`src/hw/rtl/bta_pkg.sv`:
```
// ----------------------------------------------------------------------------
// bta_pkg - shared types and codes of the Beaver-triple AND gate
// Request selectors, result kinds, status codes and the command bundle
// that the controller hands to the datapath.
// ----------------------------------------------------------------------------
package bta_pkg;

  localparam int FIELD_W = 64;

  // request selector (in_tuser)
  localparam logic [1:0] REQ_LOAD  = 2'd0;
  localparam logic [1:0] REQ_START = 2'd1;
  localparam logic [1:0] REQ_PEER  = 2'd2;

  // result kind (out_tuser)
  localparam logic [1:0] KIND_LOAD = 2'd0;
  localparam logic [1:0] KIND_MASK = 2'd1;
  localparam logic [1:0] KIND_PROD = 2'd2;

  // result status
  localparam logic [1:0] STAT_OK        = 2'd0;
  localparam logic [1:0] STAT_EXHAUSTED = 2'd1;
  localparam logic [1:0] STAT_FULL      = 2'd2;
  localparam logic [1:0] STAT_NO_START  = 2'd3;

  // payload selection for the output register
  localparam logic [1:0] PAY_ZERO = 2'd0;
  localparam logic [1:0] PAY_MASK = 2'd1;
  localparam logic [1:0] PAY_PROD = 2'd2;

  typedef struct packed {
    logic       mem_wr;      // append the incoming triple
    logic       mem_rd;      // read the next triple, capture local shares
    logic       start_fin;   // latch held triple and own masked words
    logic       out_load;    // load the output register
    logic [1:0] out_kind;
    logic [1:0] out_status;
    logic [1:0] pay_sel;
  } dp_cmd_t;

endpackage

```
`src/hw/rtl/bta_ctrl.sv`:
```
// ----------------------------------------------------------------------------
// bta_ctrl - controller of the Beaver-triple AND gate
// Decodes requests, keeps the fill and consume counters and the pending
// flag, sequences the triple read and owns the output valid.
// ----------------------------------------------------------------------------
module bta_ctrl #(
  parameter int TRIPLE_DEPTH = 1024,
  parameter int AW           = 10,
  parameter int CW           = 11
) (
  input  logic             clk,
  input  logic             rst_n,
  input  logic             in_tvalid,
  output logic             in_tready,
  input  logic [1:0]       req_type,
  output logic             out_tvalid,
  input  logic             out_tready,
  output bta_pkg::dp_cmd_t cmd,
  output logic [AW-1:0]    wr_addr,
  output logic [AW-1:0]    rd_addr
);

  localparam logic ST_IDLE  = 1'b0;
  localparam logic ST_FETCH = 1'b1;
  localparam logic [CW-1:0] DEPTH_C = CW'(TRIPLE_DEPTH);

  logic          state_r, state_nxt;
  logic [CW-1:0] loaded_r, loaded_nxt;
  logic [CW-1:0] next_r, next_nxt;
  logic          pend_r, pend_nxt;
  logic          valid_r, valid_nxt;
  logic          slot_free, accept;

  assign slot_free = !valid_r || out_tready;
  assign in_tready = (state_r == ST_IDLE) && slot_free;
  assign accept    = in_tvalid && in_tready;
  assign wr_addr   = loaded_r[AW-1:0];
  assign rd_addr   = next_r[AW-1:0];
  assign out_tvalid = valid_r;

  always_comb begin
    state_nxt  = state_r;
    loaded_nxt = loaded_r;
    next_nxt   = next_r;
    pend_nxt   = pend_r;
    cmd        = '0;
    case (state_r)
      ST_IDLE: begin
        if (accept) begin
          case (req_type)
            bta_pkg::REQ_LOAD: begin
              cmd.out_load = 1'b1;
              cmd.out_kind = bta_pkg::KIND_LOAD;
              if (loaded_r == DEPTH_C) begin
                cmd.out_status = bta_pkg::STAT_FULL;
              end else begin
                cmd.mem_wr = 1'b1;
                loaded_nxt = loaded_r + 1'b1;
              end
            end
            bta_pkg::REQ_START: begin
              if (next_r >= loaded_r) begin
                cmd.out_load   = 1'b1;
                cmd.out_kind   = bta_pkg::KIND_MASK;
                cmd.out_status = bta_pkg::STAT_EXHAUSTED;
              end else begin
                cmd.mem_rd = 1'b1;
                next_nxt   = next_r + 1'b1;
                state_nxt  = ST_FETCH;
              end
            end
            bta_pkg::REQ_PEER: begin
              cmd.out_load = 1'b1;
              cmd.out_kind = bta_pkg::KIND_PROD;
              if (!pend_r) begin
                cmd.out_status = bta_pkg::STAT_NO_START;
              end else begin
                cmd.pay_sel = bta_pkg::PAY_PROD;
                pend_nxt    = 1'b0;
              end
            end
            default: begin
            end
          endcase
        end
      end
      ST_FETCH: begin
        // read data is in; wait for room in the output register
        if (slot_free) begin
          cmd.start_fin = 1'b1;
          cmd.out_load  = 1'b1;
          cmd.out_kind  = bta_pkg::KIND_MASK;
          cmd.pay_sel   = bta_pkg::PAY_MASK;
          pend_nxt      = 1'b1;
          state_nxt     = ST_IDLE;
        end
      end
      default: begin
        state_nxt = ST_IDLE;
      end
    endcase
  end

  always_comb begin
    if (cmd.out_load) begin
      valid_nxt = 1'b1;
    end else if (out_tready) begin
      valid_nxt = 1'b0;
    end else begin
      valid_nxt = valid_r;
    end
  end

  always_ff @(posedge clk) begin
    if (!rst_n) begin
      state_r  <= ST_IDLE;
      loaded_r <= '0;
      next_r   <= '0;
      pend_r   <= 1'b0;
      valid_r  <= 1'b0;
    end else begin
      state_r  <= state_nxt;
      loaded_r <= loaded_nxt;
      next_r   <= next_nxt;
      pend_r   <= pend_nxt;
      valid_r  <= valid_nxt;
    end
  end

endmodule

```
`config.mk`:
```
export PLATFORM = sky130hd
export DESIGN_NAME = bta_ctrl
export DESIGN_NICKNAME = d
export VERILOG_FILES = /design/src/hw/rtl/bta_pkg.sv /design/src/hw/rtl/bta_ctrl.sv
export SDC_FILE = /design/constraint.sdc
export NUM_CORES = 1
export LEC_CHECK = 0
export BUFFER_PORTS_ARGS = -buffer_cell sky130_fd_sc_hd__buf_2
export CELL_PAD_IN_SITES_DETAIL_PLACEMENT = 1
export CELL_PAD_IN_SITES_GLOBAL_PLACEMENT = 2
export CORE_MARGIN = 2
export CORE_UTILIZATION = 30
export CTS_BUF_LIST = sky130_fd_sc_hd__clkbuf_2 sky130_fd_sc_hd__clkbuf_4 sky130_fd_sc_hd__clkbuf_8
export DETAILED_ROUTE_END_ITERATION = 8
export HOLD_SLACK_MARGIN = 0.1
export PLACE_DENSITY_LB_ADDON = 0.08
export SETUP_SLACK_MARGIN = 0.2
export SYNTH_ARGS = -nofsm -noshare
export SYNTH_HDL_FRONTEND = slang
export SYNTH_SLANG_ARGS = --single-unit
```
`constraint.sdc`:
```
create_clock -name clk -period 3.8 [get_ports clk]
set_clock_uncertainty 0.1 [all_clocks]
set_input_delay 0.76 -clock clk [delete_from_list [all_inputs] [get_ports clk]]
set_output_delay 0.76 -clock clk [all_outputs]
set_load 0.02 [all_outputs]
```
==> Word level (Yosys, flattened, before mapping) <==
Index checks and enable logic that the tools add are counted.
{ "word_totals": {"reg_bits": 25, "latchBits": 0, "ram_bits": 0, "romBits": 0, "inputBits": 6, "output_inout_bits": 32, "word_cells": 54, "mem_count": 0} }
{ "classes": {"n_addsub": 2, "n_mul": 0, "div_mod_pow": 0, "order_cmp": 1, "eq_ne": 6, "shift": 0, "muxes": 28, "n_bitwise": 3, "n_reduce_logical": 9} }
{ "ops": {"columns": ["op", "count"], "rows": [
  ["adder 11 x 1 -> 11 bit, second input constant", 2],
  ["one-hot mux 5 bit (3 select lines)", 1],
  ["2-to-1 mux 2 bit", 7],
  ["2-to-1 mux 1 bit", 13],
  ["equality test 11 bit, second input constant", 1],
  ["greater-or-equal comparator 11 bit", 1],
  ["AND reduction 4 bit", 2],
  ["2-to-1 mux 7 bit", 1],
  ["one-hot mux 3 bit (2 select lines)", 1],
  ["2-to-1 mux 5 bit", 1],
  ["2-to-1 mux 4 bit", 1],
  ["inequality test 2 x 1 -> 1 bit, second input constant", 2],
  ["one-hot mux 1 bit (2 select lines)", 2],
  ["one-hot mux 2 bit (2 select lines)", 1],
  ["NOT 1 bit", 3],
  ["AND reduction 3 bit", 1],
  ["equality test 2 x 1 -> 1 bit, second input constant", 1],
  ["equality test 2 bit, second input constant", 1],
  ["logical AND 1 bit", 2],
  ["zero test 2 bit", 1],
  ["inequality test 2 bit, second input constant", 1],
  ["nonzero test 2 bit", 1],
  ["zero test 1 bit", 1],
  ["logical OR 1 bit", 1]
]} }

==> Longest topological paths before layout <==
{ "depth": {"ltp_word": 7, "depth_mapped": 10, "ltp_nobuf": 7} }

==> Worst setup path after synthesis <==
OpenSTA, ideal clock, no wires.
{ "synth_path": {"path_type": "reg-to-output", "from": "register loaded_r[8]", "to": "output cmd[2] (netlist bit)", "arrival_ns": 2.075, "required_time_ns": 2.940, "slack_ns": 0.865, "stages_incl_launch_ff": 9, "n_path_buf": 1, "path_cell_list": "dfxtp_1 > inv_1 > ha_1 > nand4_1 > or2_2 > nor3_2 > buf_2 > o21ai_0 > a21oi_1"} }
{ "synth_lines": {"columns": ["element", "line", "rtl"], "rows": [
  ["start, declared", "bta_ctrl.sv:28", "logic [CW-1:0] loaded_r, loaded_nxt;"],
  ["start signal, assigned", "bta_ctrl.sv:123", "loaded_r <= loaded_nxt;"],
  ["end, declared", "bta_ctrl.sv:18", "output bta_pkg::dp_cmd_t cmd,"]
]} }

==> flow_metrics.env <==
export IMPL_yosysWarnings=0
export IMPL_start_kind="register"
export IMPL_finalSetupViolCount=0
export IMPL_worstHoldPathType="reg2reg"
export IMPL_crit_path_frequent_cell="inv_1"
export IMPL_worst_path_largest_cell_delay_ns=0.52
export IMPL_port_buffers=37
export IMPL_cts_buffer_depth=2
export IMPL_viasPerCell=5.071
export IMPL_pin_count=38
export IMPL_design_core_area_um2=5851
export IMPL_cp_required_ns=2.94
export IMPL_grt_overflow=0
export IMPL_setup_tns_ns=0
export IMPL_power_density_nw_per_um2=250.4
export IMPL_timing_final_crit_share_pct=86.60
export IMPL_grt_usage_pct=15.42
export IMPL_dieHeight_um=81.55
export IMPL_cts_buffers=3
export IMPL_gp_congestion=0.8270
export IMPL_async_flop_share_pct=0
export IMPL_ant_nets=0
export IMPL_drt_iter0_drc=39
export IMPL_synth_edf_count=0
export IMPL_areaGrowthSynthToFinish_pct=9.431
export IMPL_die_w_um=81.55
export IMPL_clock_root_buffer="clkbuf_8"
export IMPL_clock_latency_ns=0.28
export IMPL_switching_share_pct=26.24
export IMPL_pwr_share_clk_pct=35.6
export IMPL_outcome="completed"
export IMPL_routed_wl_um=4954
export IMPL_pre_cts_ws_ns=0.4029
export IMPL_ys_seq_area_share_pct=27.74
export IMPL_wl_per_cell_um=15.88
export IMPL_antenna_found_initial=0
export IMPL_rsz0062_at_grt="no"
export IMPL_syn_area_um2=1804
export IMPL_path_cells="inv_1 > ha_1 > nand2b_1 > a2111oi_2 > or3_1 > nand2_1 > inv_1 > buf_2"
export IMPL_synth_ff_type="dfxtp_1"
export IMPL_fmax_mhz=303.9
export IMPL_drc=0
export IMPL_cts_max_level=1
export IMPL_grt_pass1_vias=1610
export IMPL_clk_pin_slew_worst_paths_ns=0.10
export IMPL_clock_sinks=25
export IMPL_cts_hold_fix_buffers=0
export IMPL_syn_area_per_cell_um2=8.201
export IMPL_finalCoreUtilization_pct=33.75
export IMPL_crit_slowest_cell="a2111oi_2"
export IMPL_p_comb_share_pct=10.8
export IMPL_endpoint_kind="primary output"
export IMPL_relSlewSlack_pct=56.88
export IMPL_drv_slew=0
export IMPL_fillers=704
export IMPL_ir_worst_vdd_mv=0.09177
export IMPL_synth_seq_cells=25
export IMPL_fin_ws_ns=0.5092
export IMPL_worstPathMaxFanout=7
export IMPL_min_period_ns=3.291
export IMPL_drive_gt1_share_pct=24.05
export IMPL_mappedNetlistNets=240
export IMPL_total_leakage_power_nw=0.8264
export IMPL_grt_pass1_wl_um=7879
export IMPL_dpl_hpwl_um=3751
export IMPL_critical_path_class="reg2out"
export IMPL_finalPower_w=0.0004944
export IMPL_grt_max_degree=19
export IMPL_p_seq_share_pct=53.6
export IMPL_antenna_cells=0
export IMPL_synthCells=220
export IMPL_start_util_pct=30.84
export IMPL_switchingPower_w=0.0001297
export IMPL_rows=28
export IMPL_report_final_hold_viol_count=0
export IMPL_first_pass_iters=4
export IMPL_synth_cell_types=46
export IMPL_p_int_w=0.0003647
export IMPL_worst_pin_slew_ns=0.6429
export IMPL_crit_arrival_ns=2.43
export IMPL_fin_nets=258
export IMPL_design_area_um2=1974
export IMPL_cts_tree="done"
export IMPL_postPlaceCellArea_um2=1893
export IMPL_max_cap_viol_count=0
export IMPL_routed_via_count=1582
export IMPL_die_area_um2=6650
## logic make-up (layout without fill, tap and decap cells)
kind of cell	after synthesis	count (layout)	synth area share (%)
xor+xnor	8	8	3.884
simple gates	91	91	29.96
mux	5	5	2.843
buf+inv	43	60	14.29
fa+ha+maj	14	14	9.709
compound gates	34	34	11.58
flops	25	25	27.74
## path summary, 6_finish.rpt
check	startpoint	end	slack, ns	cells after the start
min reg2reg	loaded_r[1]	loaded_r[1]	0.41	2
max reg2reg	next_r[0]	next_r[6]	1.14	8
min	loaded_r[1]	loaded_r[1]	0.41	2
max	next_r[0]	cmd[8]	0.51	8
## synthesized netlist by cell type, drive strengths merged (2+ instances only)
library cell | number | area (µm²)
nor2 | 16 | 60.06
ha | 14 | 175.2
dfxtp | 25 | 500.5
and2 | 3 | 18.77
nor3 | 3 | 20.02
nand2b | 7 | 43.79
nor4b | 2 | 38.78
o311ai | 2 | 17.52
mux2i | 4 | 40.04
nor2b | 2 | 20.02
or2b | 2 | 17.52
o21ai | 8 | 40.04
or3 | 4 | 25.02
nand2 | 13 | 48.80
o31ai | 5 | 37.54
clkbuf | 2 | 7.510
buf | 24 | 181.4
and4 | 3 | 26.28
nand4 | 7 | 43.79
nand3 | 15 | 75.07
or4 | 4 | 33.78
nor4 | 5 | 31.28
a21oi | 12 | 60.06
inv | 15 | 56.30
xnor2 | 8 | 70.07
## flip-flops by register name, indices dropped and copies added (netlist names)
name	cells
out_tvalid	1
pend_r	1
state_r	1
loaded_r	11
next_r	11
## area by class of cell
class	count	area, µm²	area share, %
multi-input cells	152	1064	53.87
well taps	75	93.84	4.753
repair buffers	40	207.7	10.52
inverters	16	60.06	3.042
clock buffers	4	48.80	2.471
flip-flops and latches	25	500.5	25.35
## metrics by stage
step | cells | hold slack [ns]
after CTS | 310 | 0.4137
after global routing | 312 | 0.4644
after detailed placement | 306 | 0.3981
final | 312 | 0.4091
after global placement | 306 | 0.3763
after floorplan | 220 | 0.3661
## power by group through the flow
stage	logic, W	registers [W]	clock network [W]
4_1_cts	0.0000522	0.000265	0.000189
2_1_floorplan	0.0000358	0.000272	0
5_1_grt	0.0000577	0.000265	0.000198
3_5_place_dp	0.0000516	0.000271	0
3_3_place_gp	0.0000500	0.000271	0
6_report	0.0000533	0.000265	0.000176
## worst max-delay path: cells and delay by family (launching register included)
| family | cells | cell delay [ns] |
|---|---|---|
| AO/OA/AOI/OAI | 1 | 0.52 |
| flip-flops | 1 | 0.45 |
| AND/OR/NAND/NOR | 3 | 0.58 |
| adder cells (fa/ha/maj) | 1 | 0.27 |
| buffers and inverters | 3 | 0.33 |
## placed cells by master (no fill, tap or decap), types with 2 or more instances in the layout
| master | n |
|---|---|
| buf_2 | 37 |
| dfxtp_1 | 25 |
| nor2_1 | 16 |
| inv_1 | 15 |
| nand3_1 | 15 |
| ha_1 | 14 |
| nand2_1 | 13 |
| a21oi_1 | 12 |
| o21ai_0 | 8 |
| xnor2_1 | 8 |
| nand2b_1 | 7 |
| nand4_1 | 7 |
| o31ai_1 | 5 |
| or3_1 | 4 |
| nor4_1 | 4 |
| mux2i_1 | 4 |
| and2_1 | 3 |
| or4_1 | 3 |
| and4_1 | 3 |
| clkbuf_8 | 3 |
| buf_4 | 3 |
| nor3_1 | 2 |
| or2b_2 | 2 |
| o311ai_0 | 2 |
## metal layers
layer	up-vias	share of wire (%)	global-route usage (%)
met5	-	0	0
met4	0	0.93	4.068
met3	5	3.3	2.747
met2	32	49	27.62
met1	753	47	18.88
li1	792	-	-
## repair_timing
item	CTS	global route
gates resized for setup	1	2
pin swaps	0	1
buffers inserted	0	2
endpoints found under the setup margin	3	4
endpoints found under the hold margin	0	0
Power figures use the tool's default switching activity.
